==> src/rtl/assert_macros.svh <==
// Assertion macros shared by the quarter-wave sine PWM RTL
`ifndef ASSERT_MACROS_SVH
`define ASSERT_MACROS_SVH

// Same-cycle implication, checked out of reset
`define QWSP_ASSERT_IMP(lbl, clk_s, rst_s, ante, cons) \
  lbl: assert property (@(posedge clk_s) disable iff (rst_s) (ante) |-> (cons)) \
    else $error("assertion failed");

// Next-cycle implication, checked out of reset
`define QWSP_ASSERT_NXT(lbl, clk_s, rst_s, ante, cons) \
  lbl: assert property (@(posedge clk_s) disable iff (rst_s) (ante) |=> (cons)) \
    else $error("assertion failed");

`endif

==> src/rtl/qwsp_pkg.sv <==
// Shared types and constants for the quarter-wave sine PWM generator
package qwsp_pkg;

  // Field widths
  localparam int TICK_W    = 64;
  localparam int TBL_IDX_W = 6;
  localparam int TBL_VAL_W = 10;
  localparam int PWM_W     = 10;
  localparam int QUAD_W    = 2;
  localparam int FREQ_W    = 16;
  localparam int PER_W     = 24;

  // Arithmetic constants
  localparam logic [FREQ_W-1:0] FREQ_RESET  = 16'd60000;
  localparam logic [PER_W-1:0]  PERIOD_NUM  = 24'd10000000;
  localparam int                PHASE_SCALE = 128;
  localparam int                PHASE_SHIFT = 7;
  localparam logic [PWM_W:0]    PWM_MID_LO  = 11'd511;
  localparam logic [PWM_W:0]    PWM_MID_HI  = 11'd512;
  localparam logic [PWM_W:0]    PWM_MAX     = 11'd1023;

  localparam int TABLE_SIZE_DEF = 50;

  // Item kinds
  localparam logic KIND_SAMPLE   = 1'b0;
  localparam logic KIND_TABLE_WR = 1'b1;

  // Quadrant codes
  localparam logic [QUAD_W-1:0] QUAD_0 = 2'd0;
  localparam logic [QUAD_W-1:0] QUAD_1 = 2'd1;
  localparam logic [QUAD_W-1:0] QUAD_2 = 2'd2;
  localparam logic [QUAD_W-1:0] QUAD_3 = 2'd3;

  typedef enum logic {
    DIV_PERIOD,
    DIV_FACTOR
  } div_sel_t;

  typedef enum logic [3:0] {
    ST_IDLE,
    ST_WAIT_PER,
    ST_FAC_START,
    ST_WRAP,
    ST_WAIT_FAC,
    ST_MUL,
    ST_FOLD,
    ST_READ,
    ST_EMIT
  } ctl_state_t;

  // Controller to datapath
  typedef struct packed {
    logic     in_ready;
    logic     tbl_wr;
    logic     load;
    logic     div_start;
    div_sel_t div_sel;
    logic     cap_period;
    logic     calc_elapsed;
    logic     wrap;
    logic     cap_factor;
    logic     mul;
    logic     fold;
    logic     rd;
    logic     emit;
  } qwsp_cmd_t;

  // Datapath to controller
  typedef struct packed {
    logic in_valid;
    logic in_table;
    logic div_done;
    logic out_busy;
  } qwsp_stat_t;

endpackage

==> src/rtl/qwsp_if.sv <==
// Handshake channel interfaces for sample/table items and PWM results
interface qwsp_in_if;
  import qwsp_pkg::*;

  logic                 valid;
  logic                 ready;
  logic                 kind;
  logic [TICK_W-1:0]    tick_now;
  logic [TBL_IDX_W-1:0] table_index;
  logic [TBL_VAL_W-1:0] table_value;

  modport source (output valid, kind, tick_now, table_index, table_value, input ready);
  modport sink   (input valid, kind, tick_now, table_index, table_value, output ready);
endinterface

interface qwsp_res_if;
  import qwsp_pkg::*;

  logic              valid;
  logic              ready;
  logic [PWM_W-1:0]  pwm_value;
  logic [QUAD_W-1:0] quadrant;

  modport source (output valid, pwm_value, quadrant, input ready);
  modport sink   (input valid, pwm_value, quadrant, output ready);
endinterface

==> src/rtl/qwsp_ram.sv <==
// Generic single-write, single-read RAM with registered read data
module qwsp_ram #(
  parameter int WIDTH = 10,
  parameter int DEPTH = 50
) (
  input  logic                     clk,
  input  logic                     we,
  input  logic [$clog2(DEPTH)-1:0] waddr,
  input  logic [WIDTH-1:0]         wdata,
  input  logic                     re,
  input  logic [$clog2(DEPTH)-1:0] raddr,
  output logic [WIDTH-1:0]         rdata
);

  logic [WIDTH-1:0] mem [DEPTH];

  // Write port
  always_ff @(posedge clk) begin
    if (we) begin
      mem[waddr] <= wdata;
    end
  end

  // Registered read port
  always_ff @(posedge clk) begin
    if (re) begin
      rdata <= mem[raddr];
    end
  end

endmodule

==> src/rtl/qwsp_div.sv <==
// Restoring radix-2 divider, one quotient bit per cycle
`include "assert_macros.svh"

module qwsp_div #(
  parameter int W = 24
) (
  input  logic         clk,
  input  logic         rst,
  input  logic         start,
  input  logic [W-1:0] dividend,
  input  logic [W-1:0] divisor,
  output logic         done,
  output logic [W-1:0] quotient
);

  localparam int CNT_W = $clog2(W + 1);

  logic             busy;
  logic [CNT_W-1:0] cnt;
  logic [W-1:0]     rem;
  logic [W-1:0]     quo;
  logic [W-1:0]     dvs;
  logic [W:0]       trial;
  logic [W:0]       diff;
  logic             fits;

  // Shift in the next dividend bit and try the subtract
  always_comb begin
    trial = {rem, quo[W-1]};
    diff  = trial - {1'b0, dvs};
    fits  = trial >= {1'b0, dvs};
  end

  // Control: count iterations, pulse done on the last one
  always_ff @(posedge clk) begin
    if (rst) begin
      busy <= 1'b0;
      cnt  <= '0;
      done <= 1'b0;
    end else begin
      done <= 1'b0;
      if (start) begin
        busy <= 1'b1;
        cnt  <= CNT_W'(W);
      end else if (busy) begin
        cnt <= cnt - 1'b1;
        if (cnt == CNT_W'(1)) begin
          busy <= 1'b0;
          done <= 1'b1;
        end
      end
    end
  end

  // Datapath: remainder and quotient shift registers
  always_ff @(posedge clk) begin
    if (start) begin
      rem <= '0;
      quo <= dividend;
      dvs <= divisor;
    end else if (busy) begin
      if (fits) begin
        rem <= diff[W-1:0];
        quo <= {quo[W-2:0], 1'b1};
      end else begin
        rem <= trial[W-1:0];
        quo <= {quo[W-2:0], 1'b0};
      end
    end
  end

  assign quotient = quo;

  `QWSP_ASSERT_NXT(a_div_done_pulse, clk, rst, done, !done)
  `QWSP_ASSERT_IMP(a_div_done_idle, clk, rst, done, !busy)

endmodule

==> src/rtl/qwsp_dp.sv <==
// Datapath: period and phase arithmetic, sine table, output register
`include "assert_macros.svh"

module qwsp_dp #(
  parameter int TABLE_SIZE = qwsp_pkg::TABLE_SIZE_DEF
) (
  input  logic                       clk,
  input  logic                       rst,
  input  logic                       cfg_wr_en,
  input  logic [qwsp_pkg::FREQ_W-1:0] cfg_wr_data,
  input  qwsp_pkg::qwsp_cmd_t        cmd,
  output qwsp_pkg::qwsp_stat_t       stat,
  qwsp_in_if.sink                    in_ch,
  qwsp_res_if.source                 out_ch
);
  import qwsp_pkg::*;

  localparam int AW    = $clog2(TABLE_SIZE);
  localparam int CW    = ((AW > TBL_IDX_W) ? AW : TBL_IDX_W) + 1;
  localparam int FAC_W = $clog2(TABLE_SIZE * 4 * PHASE_SCALE + 1);
  localparam int IDX_W = $clog2(4 * TABLE_SIZE);
  localparam int SW    = IDX_W + 2;
  localparam int PRD_W = FAC_W + PER_W;

  // Configuration and latched item
  logic [FREQ_W-1:0] freq;
  logic [TICK_W-1:0] tick;
  logic [TICK_W-1:0] period_start;

  // Arithmetic registers
  logic [PER_W-1:0]  period;
  logic [FAC_W-1:0]  factor;
  logic [TICK_W-1:0] elapsed;
  logic [PER_W-1:0]  el_w;
  logic [PRD_W-1:0]  prod;
  logic [QUAD_W-1:0] quad;
  logic [AW-1:0]     fold_addr;

  // Table
  logic [TABLE_SIZE-1:0] tbl_valid;
  logic                  rd_valid;
  logic [TBL_VAL_W-1:0]  ram_q;
  logic                  tbl_we;
  logic [CW-1:0]         wr_idx;

  // Divider
  logic [PER_W-1:0] div_dividend;
  logic [PER_W-1:0] div_divisor;
  logic [PER_W-1:0] div_quo;
  logic             div_done;

  // Output register
  logic              out_valid;
  logic [PWM_W-1:0]  out_pwm;
  logic [QUAD_W-1:0] out_quad;

  // Combinational helpers
  logic [FREQ_W-1:0]       freq_eff;
  logic                    late_one;
  logic                    late_two;
  logic [IDX_W-1:0]        idx;
  logic [PER_W+1:0]        per3;
  logic [PER_W-1:0]        q1_lim;
  logic [PER_W-1:0]        q2_lim;
  logic [PER_W-1:0]        q3_lim;
  logic signed [SW-1:0]    idx_s;
  logic signed [SW-1:0]    folded;
  logic [QUAD_W-1:0]       quad_next;
  logic [AW-1:0]           addr_next;
  logic [TBL_VAL_W-1:0]    entry;
  logic [PWM_W:0]          sum_lo;
  logic [PWM_W:0]          diff_hi;
  logic [PWM_W-1:0]        pwm_next;

  // Frequency register
  always_ff @(posedge clk) begin
    if (rst) begin
      freq <= FREQ_RESET;
    end else if (cfg_wr_en) begin
      freq <= cfg_wr_data;
    end
  end

  // Status toward the controller
  assign in_ch.ready    = cmd.in_ready;
  assign stat.in_valid  = in_ch.valid;
  assign stat.in_table  = (in_ch.kind == KIND_TABLE_WR);
  assign stat.div_done  = div_done;
  assign stat.out_busy  = out_valid && !out_ch.ready;

  // Divider operand select
  always_comb begin
    freq_eff = (freq == '0) ? FREQ_W'(1) : freq;
    unique case (cmd.div_sel)
      DIV_PERIOD: begin
        div_dividend = PERIOD_NUM;
        div_divisor  = PER_W'(freq_eff);
      end
      DIV_FACTOR: begin
        div_dividend = PER_W'(TABLE_SIZE * 4 * PHASE_SCALE);
        div_divisor  = period;
      end
      default: begin
        div_dividend = PERIOD_NUM;
        div_divisor  = PER_W'(freq_eff);
      end
    endcase
  end

  qwsp_div #(.W(PER_W)) u_div (
    .clk      (clk),
    .rst      (rst),
    .start    (cmd.div_start),
    .dividend (div_dividend),
    .divisor  (div_divisor),
    .done     (div_done),
    .quotient (div_quo)
  );

  // Table write: drop indexes past the end
  assign wr_idx = CW'(in_ch.table_index);
  assign tbl_we = cmd.tbl_wr && (wr_idx < CW'(TABLE_SIZE));

  qwsp_ram #(.WIDTH(TBL_VAL_W), .DEPTH(TABLE_SIZE)) u_ram (
    .clk   (clk),
    .we    (tbl_we),
    .waddr (wr_idx[AW-1:0]),
    .wdata (in_ch.table_value),
    .re    (cmd.rd),
    .raddr (fold_addr),
    .rdata (ram_q)
  );

  // Entry valid bits: unwritten entries read as zero
  always_ff @(posedge clk) begin
    if (rst) begin
      tbl_valid <= '0;
    end else if (tbl_we) begin
      tbl_valid[wr_idx[AW-1:0]] <= 1'b1;
    end
  end

  always_ff @(posedge clk) begin
    if (cmd.rd) begin
      rd_valid <= tbl_valid[fold_addr];
    end
  end

  // Period start tracking
  assign late_one = elapsed >= TICK_W'(period);
  assign late_two = elapsed >= TICK_W'({period, 1'b0});

  always_ff @(posedge clk) begin
    if (rst) begin
      period_start <= '0;
    end else if (cmd.wrap && late_one) begin
      if (late_two) begin
        period_start <= tick;
      end else begin
        period_start <= period_start + TICK_W'(period);
      end
    end
  end

  // Phase arithmetic registers
  always_ff @(posedge clk) begin
    if (cmd.load) begin
      tick <= in_ch.tick_now;
    end
    if (cmd.cap_period) begin
      period <= div_quo;
    end
    if (cmd.calc_elapsed) begin
      elapsed <= tick - period_start;
    end
    if (cmd.wrap) begin
      if (!late_one) begin
        el_w <= elapsed[PER_W-1:0];
      end else if (late_two) begin
        el_w <= '0;
      end else begin
        el_w <= elapsed[PER_W-1:0] - period;
      end
    end
    if (cmd.cap_factor) begin
      factor <= div_quo[FAC_W-1:0];
    end
    if (cmd.mul) begin
      prod <= PRD_W'(factor) * PRD_W'(el_w);
    end
    if (cmd.fold) begin
      quad      <= quad_next;
      fold_addr <= addr_next;
    end
  end

  // Quadrant and fold into the quarter table
  always_comb begin
    idx    = prod[PHASE_SHIFT +: IDX_W];
    idx_s  = $signed(SW'(idx));
    per3   = {2'b00, period} + {1'b0, period, 1'b0};
    q1_lim = period >> 2;
    q2_lim = period >> 1;
    q3_lim = per3[PER_W+1:2];
    priority if (el_w >= q3_lim) begin
      quad_next = QUAD_3;
      folded    = $signed(SW'(4 * TABLE_SIZE - 1)) - idx_s;
    end else if (el_w >= q2_lim) begin
      quad_next = QUAD_2;
      folded    = idx_s - $signed(SW'(2 * TABLE_SIZE));
    end else if (el_w >= q1_lim) begin
      quad_next = QUAD_1;
      folded    = $signed(SW'(2 * TABLE_SIZE - 1)) - idx_s;
    end else begin
      quad_next = QUAD_0;
      folded    = idx_s;
    end
    // Clamp to the table range
    priority if (folded < $signed(SW'(0))) begin
      addr_next = '0;
    end else if (folded > $signed(SW'(TABLE_SIZE - 1))) begin
      addr_next = AW'(TABLE_SIZE - 1);
    end else begin
      addr_next = folded[AW-1:0];
    end
  end

  // PWM value with saturation
  always_comb begin
    entry   = rd_valid ? ram_q : '0;
    sum_lo  = PWM_MID_LO + (PWM_W + 1)'(entry);
    diff_hi = PWM_MID_HI - (PWM_W + 1)'(entry);
    if (quad == QUAD_0 || quad == QUAD_1) begin
      pwm_next = (sum_lo > PWM_MAX) ? PWM_MAX[PWM_W-1:0] : sum_lo[PWM_W-1:0];
    end else begin
      pwm_next = ((PWM_W + 1)'(entry) > PWM_MID_HI) ? '0 : diff_hi[PWM_W-1:0];
    end
  end

  // Output register: hold until taken
  always_ff @(posedge clk) begin
    if (rst) begin
      out_valid <= 1'b0;
    end else if (cmd.emit) begin
      out_valid <= 1'b1;
    end else if (out_ch.ready) begin
      out_valid <= 1'b0;
    end
  end

  always_ff @(posedge clk) begin
    if (cmd.emit) begin
      out_pwm  <= pwm_next;
      out_quad <= quad;
    end
  end

  assign out_ch.valid     = out_valid;
  assign out_ch.pwm_value = out_pwm;
  assign out_ch.quadrant  = out_quad;

  `QWSP_ASSERT_NXT(a_wrap_in_period, clk, rst, cmd.wrap, el_w < period)
  `QWSP_ASSERT_IMP(a_rd_in_table, clk, rst, cmd.rd, fold_addr <= AW'(TABLE_SIZE - 1))

endmodule

==> src/rtl/qwsp_ctl.sv <==
// Controller: sequences accept, divisions, wrap, multiply, fold, read, emit
`include "assert_macros.svh"

module qwsp_ctl (
  input  logic                 clk,
  input  logic                 rst,
  input  qwsp_pkg::qwsp_stat_t stat,
  output qwsp_pkg::qwsp_cmd_t  cmd
);
  import qwsp_pkg::*;

  ctl_state_t state;
  ctl_state_t state_next;
  logic       div_waiting;

  // State register
  always_ff @(posedge clk) begin
    if (rst) begin
      state <= ST_IDLE;
    end else begin
      state <= state_next;
    end
  end

  // Next state and commands
  always_comb begin
    state_next  = state;
    cmd         = '0;
    cmd.div_sel = DIV_PERIOD;
    unique case (state)
      ST_IDLE: begin
        cmd.in_ready = 1'b1;
        if (stat.in_valid) begin
          if (stat.in_table) begin
            cmd.tbl_wr = 1'b1;
          end else begin
            cmd.load      = 1'b1;
            cmd.div_start = 1'b1;
            state_next    = ST_WAIT_PER;
          end
        end
      end
      ST_WAIT_PER: begin
        if (stat.div_done) begin
          cmd.cap_period = 1'b1;
          state_next     = ST_FAC_START;
        end
      end
      ST_FAC_START: begin
        cmd.div_start    = 1'b1;
        cmd.div_sel      = DIV_FACTOR;
        cmd.calc_elapsed = 1'b1;
        state_next       = ST_WRAP;
      end
      ST_WRAP: begin
        cmd.div_sel = DIV_FACTOR;
        cmd.wrap    = 1'b1;
        state_next  = ST_WAIT_FAC;
      end
      ST_WAIT_FAC: begin
        cmd.div_sel = DIV_FACTOR;
        if (stat.div_done) begin
          cmd.cap_factor = 1'b1;
          state_next     = ST_MUL;
        end
      end
      ST_MUL: begin
        cmd.mul    = 1'b1;
        state_next = ST_FOLD;
      end
      ST_FOLD: begin
        cmd.fold   = 1'b1;
        state_next = ST_READ;
      end
      ST_READ: begin
        cmd.rd     = 1'b1;
        state_next = ST_EMIT;
      end
      ST_EMIT: begin
        if (!stat.out_busy) begin
          cmd.emit   = 1'b1;
          state_next = ST_IDLE;
        end
      end
      default: begin
        state_next = ST_IDLE;
      end
    endcase
  end

  // Divider finishes only while one of the wait states holds
  assign div_waiting = (state == ST_WAIT_PER) || (state == ST_WAIT_FAC);

  `QWSP_ASSERT_IMP(a_done_when_waiting, clk, rst, stat.div_done, div_waiting)

endmodule

==> src/rtl/quarter_wave_sine_pwm_generator.sv <==
// A sample item is taken only in the idle state; the next one waits until its result is emitted.
// Its path holds two passes of the shared radix-2 divider (period, then phase factor).
// A table-write item is written in the cycle it is taken and gives no result.
// A result waits in the output register; a sample finishing behind it stalls until it is taken.
// Reset (rst, synchronous): frequency 60000 mHz, period start 0, all table entries read as zero.
module quarter_wave_sine_pwm_generator #(
  parameter int TABLE_SIZE = qwsp_pkg::TABLE_SIZE_DEF
) (
  input  logic                        clk,
  input  logic                        rst,
  input  logic                        cfg_wr_en,
  input  logic [qwsp_pkg::FREQ_W-1:0] cfg_wr_data,
  qwsp_in_if.sink                     in_ch,
  qwsp_res_if.source                  out_ch
);
  import qwsp_pkg::*;

  qwsp_cmd_t  cmd;
  qwsp_stat_t stat;

  qwsp_ctl u_ctl (
    .clk  (clk),
    .rst  (rst),
    .stat (stat),
    .cmd  (cmd)
  );

  qwsp_dp #(.TABLE_SIZE(TABLE_SIZE)) u_dp (
    .clk         (clk),
    .rst         (rst),
    .cfg_wr_en   (cfg_wr_en),
    .cfg_wr_data (cfg_wr_data),
    .cmd         (cmd),
    .stat        (stat),
    .in_ch       (in_ch),
    .out_ch      (out_ch)
  );

endmodule
==> src/flat_wrapper.sv <==
// flat-port wrapper written by rule: the top's interface ports become plain ports
module quarter_wave_sine_pwm_generator_flat import qwsp_pkg::*;
#(
  parameter int TABLE_SIZE = qwsp_pkg::TABLE_SIZE_DEF
)
  (clk, rst, cfg_wr_en, cfg_wr_data, in_ch_valid, in_ch_kind, in_ch_tick_now, in_ch_table_index, in_ch_table_value, in_ch_ready, out_ch_valid, out_ch_pwm_value, out_ch_quadrant, out_ch_ready);
  qwsp_in_if in_ch_i ();
  qwsp_res_if out_ch_i ();
  input  logic clk;
  input  logic rst;
  input  logic cfg_wr_en;
  input  logic [qwsp_pkg::FREQ_W-1:0] cfg_wr_data;
  input wire logic [$bits(in_ch_i.valid)-1:0] in_ch_valid;
  input wire logic [$bits(in_ch_i.kind)-1:0] in_ch_kind;
  input wire logic [$bits(in_ch_i.tick_now)-1:0] in_ch_tick_now;
  input wire logic [$bits(in_ch_i.table_index)-1:0] in_ch_table_index;
  input wire logic [$bits(in_ch_i.table_value)-1:0] in_ch_table_value;
  output wire logic [$bits(in_ch_i.ready)-1:0] in_ch_ready;
  output wire logic [$bits(out_ch_i.valid)-1:0] out_ch_valid;
  output wire logic [$bits(out_ch_i.pwm_value)-1:0] out_ch_pwm_value;
  output wire logic [$bits(out_ch_i.quadrant)-1:0] out_ch_quadrant;
  input wire logic [$bits(out_ch_i.ready)-1:0] out_ch_ready;
  assign in_ch_i.valid = in_ch_valid;
  assign in_ch_i.kind = in_ch_kind;
  assign in_ch_i.tick_now = in_ch_tick_now;
  assign in_ch_i.table_index = in_ch_table_index;
  assign in_ch_i.table_value = in_ch_table_value;
  assign in_ch_ready = in_ch_i.ready;
  assign out_ch_valid = out_ch_i.valid;
  assign out_ch_pwm_value = out_ch_i.pwm_value;
  assign out_ch_quadrant = out_ch_i.quadrant;
  assign out_ch_i.ready = out_ch_ready;
  quarter_wave_sine_pwm_generator #(.TABLE_SIZE(TABLE_SIZE)) u_core (.clk(clk), .rst(rst), .cfg_wr_en(cfg_wr_en), .cfg_wr_data(cfg_wr_data), .in_ch(in_ch_i), .out_ch(out_ch_i));
endmodule
==> config.mk <==
export PLATFORM = sky130hd
export DESIGN_NAME = quarter_wave_sine_pwm_generator_flat
export DESIGN_NICKNAME = d
export VERILOG_FILES = /design/src/rtl/qwsp_pkg.sv /design/src/rtl/qwsp_if.sv /design/src/rtl/qwsp_ram.sv /design/src/rtl/qwsp_div.sv /design/src/rtl/qwsp_dp.sv /design/src/rtl/qwsp_ctl.sv /design/src/rtl/quarter_wave_sine_pwm_generator.sv /design/src/flat_wrapper.sv
export VERILOG_INCLUDE_DIRS = /design/src /design/src/rtl
export SDC_FILE = /design/constraint.sdc
export NUM_CORES = 2
export LEC_CHECK = 0
export BUFFER_PORTS_ARGS = -buffer_cell sky130_fd_sc_hd__buf_2
export CORE_ASPECT_RATIO = 1.4
export CORE_MARGIN = 2
export CORE_UTILIZATION = 57
export CTS_CLUSTER_DIAMETER = 60
export CTS_CLUSTER_SIZE = 8
export DETAILED_ROUTE_END_ITERATION = 6
export MAX_ROUTING_LAYER = met4
export PLACE_DENSITY_LB_ADDON = 0.12
export SYNTH_ARGS = -nofsm -noshare
export SYNTH_HDL_FRONTEND = slang
export SYNTH_SLANG_ARGS = --single-unit
export TNS_END_PERCENT = 50
==> constraint.sdc <==
create_clock -name clk -period 5.2 [get_ports clk]
set_clock_uncertainty 0.05 [all_clocks]
set_input_delay 0.78 -clock clk [delete_from_list [all_inputs] [get_ports clk]]
set_output_delay 0.78 -clock clk [all_outputs]
set_load 0.02 [all_outputs]
# [After elaboration in Yosys (flattened, before gate mapping)]
# Memory sizes are Yosys's and may differ from the RTL's. A register that Yosys moved wholly into a read port is not among the register bits.
# Cells that the tools add are included.
[word_totals] regBits=441 mem_bits_rw=500 wordCells=143 mem_count=1
[memory_table] name="u_core.u_dp.u_ram.mem" depth=50 word_bits=10 read_ports=1 rd_clocked_by_memory_dff=1 write_ports=1 line_no="qwsp_ram.sv:15" rtl="logic [WIDTH-1:0] mem [DEPTH];"
[op_classes] add_sub_neg=11 n_mul=1 order_cmp=14 n_eq_ne=15 n_mux=56 bitwise_logic=3 n_reduce_logical=17
[op_table] cell="$mux W24" count=5
[op_table] cell="$pmux W24 S2" count=2
[op_table] cell="$mux W10" count=7
[op_table] cell="$add A64 B24 Y64" count=1
[op_table] cell="$ge A64 B24 Y1" count=1
[op_table] cell="$ge A64 B25 Y1" count=1
[op_table] cell="$mux W64" count=1
[op_table] cell="$sub A64 B64 Y64" count=1
[op_table] cell="$or A50 B50 Y50" count=1
[op_table] cell="$sub A24 B24 Y24" count=2
[op_table] cell="$pmux W4 S9" count=1
[op_table] cell="$add A24 B25 Y26" count=1
[op_table] cell="$ge A25 B24 Y1" count=1
[op_table] cell="$mux W1" count=25
[op_table] cell="$ge A24 B22 Y1" count=1
[op_table] cell="$ge A24 B23 Y1" count=1
[op_table] cell="$ge A24 B24 Y1" count=1
[op_table] cell="$mul A15 B24 Y15" count=1
[op_table] cell="$mux W4" count=5
[op_table] cell="$eq A4 B3 Y1 const B" count=4
[op_table] cell="$logic_not A16 Y1" count=1
[op_table] cell="$mux W16" count=1
[op_table] cell="$lt A6 B7 Y1 const B" count=2
[op_table] cell="$add A9 B10 Y11 const A" count=1
[op_table] cell="other kinds (34)" count=49

# [Depth between registers and ports, before layout]
[logic_depth] depth_word=6 depth_mapped=26 mapped_depth_nobuf=24

# [By module]
# From an unflattened synthesis, not the netlist that was laid out.
[hier_totals] cells_unflattened=4367 hier_area_um2=51355.5
[by_module_without_submodules] module="qwsp_dp" instances=1 cells_each=2869 area_each_um2=26624.3
[by_module_without_submodules] module="qwsp_ram" instances=1 cells_each=1028 area_each_um2=19960.4
[by_module_without_submodules] module="qwsp_div" instances=1 cells_each=425 area_each_um2=4396.7
[by_module_without_submodules] module="qwsp_ctl" instances=1 cells_each=45 area_each_um2=374.1

# [Worst setup path after synthesis]
# No wires, ideal clock.
[synth_path] path_kind="register -> register" start="register u_core.u_dp.el_w[5]" end="register u_core.u_dp.prod[14] (data pin)" setup_ps=273 t_arrival_ps=5138 required_time_ps=4877 slack_ps=-261 stages_incl_launch_ff=17 n_path_buf=1 period_less_slack_ps=5461 cell_sequence="edfxtp_1 clkbuf_1 nand2_1 fa_1 inv_1 fa_1 fa_1 inv_1 fa_1 fa_1 inv_1 fa_1 ha_1 o41ai_2 nor2_1 a2111oi_0 xnor2_1"
[synth_between] elab_chain_cells=1
[synth_rtl] item="from (decl)" line_no="qwsp_dp.sv:34" rtl="logic [PER_W-1:0] el_w;"
[synth_rtl] item="from (signal assigned)" line_no="qwsp_dp.sv:178" rtl="el_w <= elapsed[PER_W-1:0];"
[synth_rtl] item="from (signal assigned)" line_no="qwsp_dp.sv:182" rtl="el_w <= elapsed[PER_W-1:0] - period;"
[synth_rtl] item="$mul A15 B24 Y15" line_no="qwsp_dp.sv:189" rtl="prod <= PRD_W'(factor) * PRD_W'(el_w);"
[synth_rtl] item="to (signal assigned)" line_no="qwsp_dp.sv:189"
[synth_rtl] item="to (decl)" line_no="qwsp_dp.sv:35" rtl="logic [PRD_W-1:0] prod;"
# Every way passes these cells.
# A chain may end at the register's enable or synchronous reset.

# [Final worst setup path]
[layout_path] start="register u_core.u_dp.period[2]" end="register u_core.u_dp.fold_addr[1] (data pin)"
[layout_between] elab_chain_cells=6 elab_cells_between_ends=10
[layout_rtl] item="from (decl)" line_no="qwsp_dp.sv:31" rtl="logic [PER_W-1:0] period;"
[layout_rtl] item="from (signal assigned)" line_no="qwsp_dp.sv:171" rtl="period <= div_quo;"
[layout_rtl] item="parallel branches: the longest is 3 deep, another holds $add A24 B25 Y26"
[layout_rtl] item="$mux W10 (*)" line_no="qwsp_dp.sv:205" rtl="priority if (el_w >= q3_lim) begin"
[layout_rtl] item="$lt A10 B1 Y1 or $gt A10 B7 Y1 (tied branches)" line_no="qwsp_dp.sv:219, qwsp_dp.sv:221"
[layout_rtl] item="$reduce_or A2 Y1 (no source line)"
[layout_rtl] item="to (signal assigned)" line_no="qwsp_dp.sv:193" rtl="fold_addr <= addr_next;"
[layout_rtl] item="to (decl)" line_no="qwsp_dp.sv:37" rtl="logic [AW-1:0] fold_addr;"
# Every way passes the cells marked *.

==> results.tsv <==
stage	metric	value	unit
status	outcome	complete, no violations	
sta	hold_viol	0	
route	num_vias	34300	
clocking	clk_path_buf_depth	3	
worst_hold_path	hold_class	in2reg	
finish	areaGrowthSynthToFinish	15.3	%
route	detail-route-antenna-nets	0	
global_route	antenna_found_initial	5	
sta	relSlewSlack	11.6	%
synthesis	ys_seq_area_share	53.1	%
sta	timing.final.crit_share	99.8	%
synthesis	yosysWarnings	0	
sta	setup_viol	0	
sta	fmax	0.193	GHz
place	portBuffers	115	
synthesis	synth_top_cells_by_count	edfxtp_1, nor2_1, nand2_1, ha_1, inv_1	
synthesis	postSynth.asyncResetShare	0	%
clocking	cts.sinks	944	
floorplan	start_util	57.6	%
global_route	grt_max_degree	134	
global_route	grt.total_usage	29.4	%
floorplan	pin_count	116	
clocking	hold_buffers	0	
global_route	grt_overflow_total	0	
clocking	clk_pin_slew_worst_paths	50	ps
floorplan	coreArea	87300	µm²
synthesis	synth_xor_area_share	3.19	%
synthesis	synth-simple-area-share	10.3	%
power	power	18.3	mW
power	power_switching	4.34	mW
sta	hold_ws	146	ps
setup_path	path_class	reg2reg	
power	pwr-share-comb	7.5	%
finish	fillers	6388	
synthesis	synth_area_leaders	edfxtp_1, mux4_2, ha_1	
power	clock_power_share	46.2	%
sta	rsz0062_at_grt	true	
synthesis	syn-cell-area	50300	µm²
synthesis	synthMuxAreaShare	9.07	%
floorplan	rows	128	
sta	finalCriticalPeriod	5190	ps
finish	drive_above_1_share	17.8	%
setup_path	end_kind	register	
setup_path	crit_path_cell_trace	ha_4 > nand4_1 > a21oi_2 > o211ai_1 > a21boi_2 > o311ai_1 > buf_4 > a31oi_2 > a21oi_1 > nor2_1 > nor2_1 > xnor2_1 > ha_1 > nand4_1 > nor2_1 > a211oi_1 > o21ai_1 > a221o_1 > nand2b_4 > a221oi_2 > xor2_1 > a311oi_2 > buf_4 > nor4_4	
route	drc	0	
clocking	cts-htree-levels	4	
route	wirelength	127000	µm
job	drv_cap	0	
synthesis	syn-num-nets	4548	
finish	fin_nets	4838	
floorplan	die_width	255	µm
synthesis	ys_ff_latch	944	
clocking	worstSkewPairLatency	760	ps
clocking	numCtsBuffers	138	
synthesis	synth_top_area_share	46.5	%
power	power_density	316	nW/µm²
global_route	grt_pass1_wl	194000	µm
synthesis	synth-compound-area-share	11.0	%
global_route	grt_pass1_vias	34300	
setup_path	critical_path.max_stage_delay	510	ps
synthesis	synth_cell_types	98	
route	first_pass_iters	6	
synthesis	syn-mean-instance-area	12.3	µm²
sta	worst_slew_pin_slew	1320	ps
setup_path	crit_fanout	5	
power	ir_drop	0.000341	V
power	swShare	23.7	%
power	leakagePower	21.1	nW
synthesis	yosys.area.top_type	edfxtp_1	
finish	utilization	66.4	%
synthesis	yosys.area_share.adder	10.2	%
setup_path	required	5640	ps
clocking	cts_tree	built	
clocking	clockRootBuffer	clkbuf_16	
setup_path	startpoint_type	register	
synthesis	synth_edf_count	778	
setup_path	cp_data_arrival_time	5630	ps
synthesis	ys.flop_type	edfxtp_1	
floorplan	dieArea	90700	µm²
setup_path	cp_common_cell	nor2_1	
place	dp_hpwl	88200	µm
synthesis	yosysMostFrequentCell	edfxtp_1	
route	avgRoutedWirePerCell	22.6	µm
power	intPower	14.0	mW
power	seqPwrFrac	46.2	%
floorplan	die_h	355	µm
sta	maxSlewViolCount	0	
setup_path	cp_slowest_cell	edfxtp_1	
route	drt-vias-per-instance	6.08	
synthesis	synth_cells	4078	
synthesis	synth_top_family_by_area	compound AO/OA/AOI/OAI gates	
route	dr.first_iter.drc_count	2680	
place	gp_congestion	0.943	
[kinds of logic after synthesis]
family / after synthesis
AOI/OAI and AO/OA: 831
xor gates and xnor gates: 183
adders and majority gates: 368
buffers and inverters: 424
DFF: 944
muxes: 233
and+or+nand+nor: 1095
[metal layers]
| metal | track usage [%] | part of all wire [%] | routed length (µm) |
|---|---|---|---|
| met5 | - | 0 | 0 |
| met4 | 11.3 | 3.6 | 4560 |
| met3 | 4.40 | 6.2 | 7830 |
| met2 | 48.7 | 50 | 64000 |
| met1 | 36.4 | 40 | 50800 |
[stage by stage]
| step | worst slack [ps] | setup TNS (ps) | cells | area, µm² |
|---|---|---|---|---|
| after CTS | -69.4 | -69.4 | 5614 | 57500 |
| after detailed placement | -269 | -1530 | 5354 | 53000 |
| after global routing | -188 | -1080 | 5639 | 58000 |
| after global placement | -133 | -578 | 5354 | 53000 |
| final | 10.2 | 0 | 5640 | 58000 |
| after floorplan | 84.5 | 0 | 4078 | 50300 |
[sequential cells by signal, indices dropped and copies added (netlist names), 15 cells and up]
| register | flops |
|---|---|
| u_core.u_dp.u_ram.mem | 500 |
| u_core.u_dp.elapsed | 64 |
| u_core.u_dp.period_start | 64 |
| u_core.u_dp.tick | 64 |
| u_core.u_dp.tbl_valid | 50 |
| u_core.u_dp.el_w | 24 |
| u_core.u_dp.period | 24 |
| u_core.u_dp.u_div.dvs | 24 |
| u_core.u_dp.u_div.quotient | 24 |
| u_core.u_dp.u_div.rem | 24 |
| u_core.u_dp.freq | 16 |
| u_core.u_dp.factor | 15 |
[worst paths after layout]
| kind | start | to | slack [ps] | cells past startpoint |
|---|---|---|---|---|
| hold / removal | in_ch_tick_now[59] | u_core.u_dp.tick[59]$_DFFE_PP_ | 150 | 1 |
| setup / recovery | u_core.u_dp.period[2]$_DFFE_PP_ | u_core.u_dp.fold_addr[1]$_SDFFCE_PP0P_ | 10 | 24 |
| hold reg to reg | u_core.u_dp.u_div.quotient[16]$_SDFFCE_PP0P_ | u_core.u_dp.period[16]$_DFFE_PP_ | 400 | 0 |
| setup reg to reg | u_core.u_dp.period[2]$_DFFE_PP_ | u_core.u_dp.fold_addr[1]$_SDFFCE_PP0P_ | 10 | 24 |
[repair_timing]
action,4_1_cts,5_1_grt
resized for setup,24,72
setup endpoints to repair,9,10
pin swaps,28,68
setup buffers,22,23
[critical path: cells and delay by family (launching register included)]
kind,cells,cell delay (ps)
adder cells (fa/ha/maj),2,660
flip-flops,1,510
AND/OR/NAND/NOR,7,760
XOR/XNOR,2,260
buffers and inverters,2,350
AO/OA/AOI/OAI,11,2350
[area by class of cell]
cell class | instances | area (µm²) | share of cell area (%)
clock inverter | 20 | 394 | 0.680
sequential | 944 | 26700 | 46.0
multi-input combinational | 2710 | 22500 | 38.7
clock buffer | 218 | 3810 | 6.56
antenna | 4 | 10.0 | 0.0173
tap | 1170 | 1460 | 2.52
timing repair buffer | 320 | 2220 | 3.83
inverter | 254 | 955 | 1.65
[layout by cell type (no fill, tap or decap), types with 51 or more instances in the layout]
cell type  Yosys  routed
a211oi_1      54      53
a21o_1        72      72
a21oi_1      234     228
and2_1        58      51
buf_2         16     114
buf_4          0     188
clkbuf_1     131      77
clkbuf_16      0     140
dfxtp_1      166     166
edfxtp_1     778     778
fa_1          72      66
ha_1         296     281
inv_1        251     246
mux4_2       175     175
nand2_1      312     311
nand3_1       59      57
nor2_1       327     324
nor3_1        83      78
o21ai_0      109     107
xnor2_1      125     125
xor2_1        58      58
[power by group through the flow]
stage / logic, mW / registers [mW] / clock network, mW
detailed placement: 1.37 / 8.61 / 0
global route: 1.53 / 8.48 / 8.90
finish: 1.38 / 8.47 / 8.47
global placement: 1.35 / 8.61 / 0
floorplan: 1.01 / 8.56 / 0
CTS: 1.38 / 8.47 / 8.60
Power figures use the tool's default switching activity.
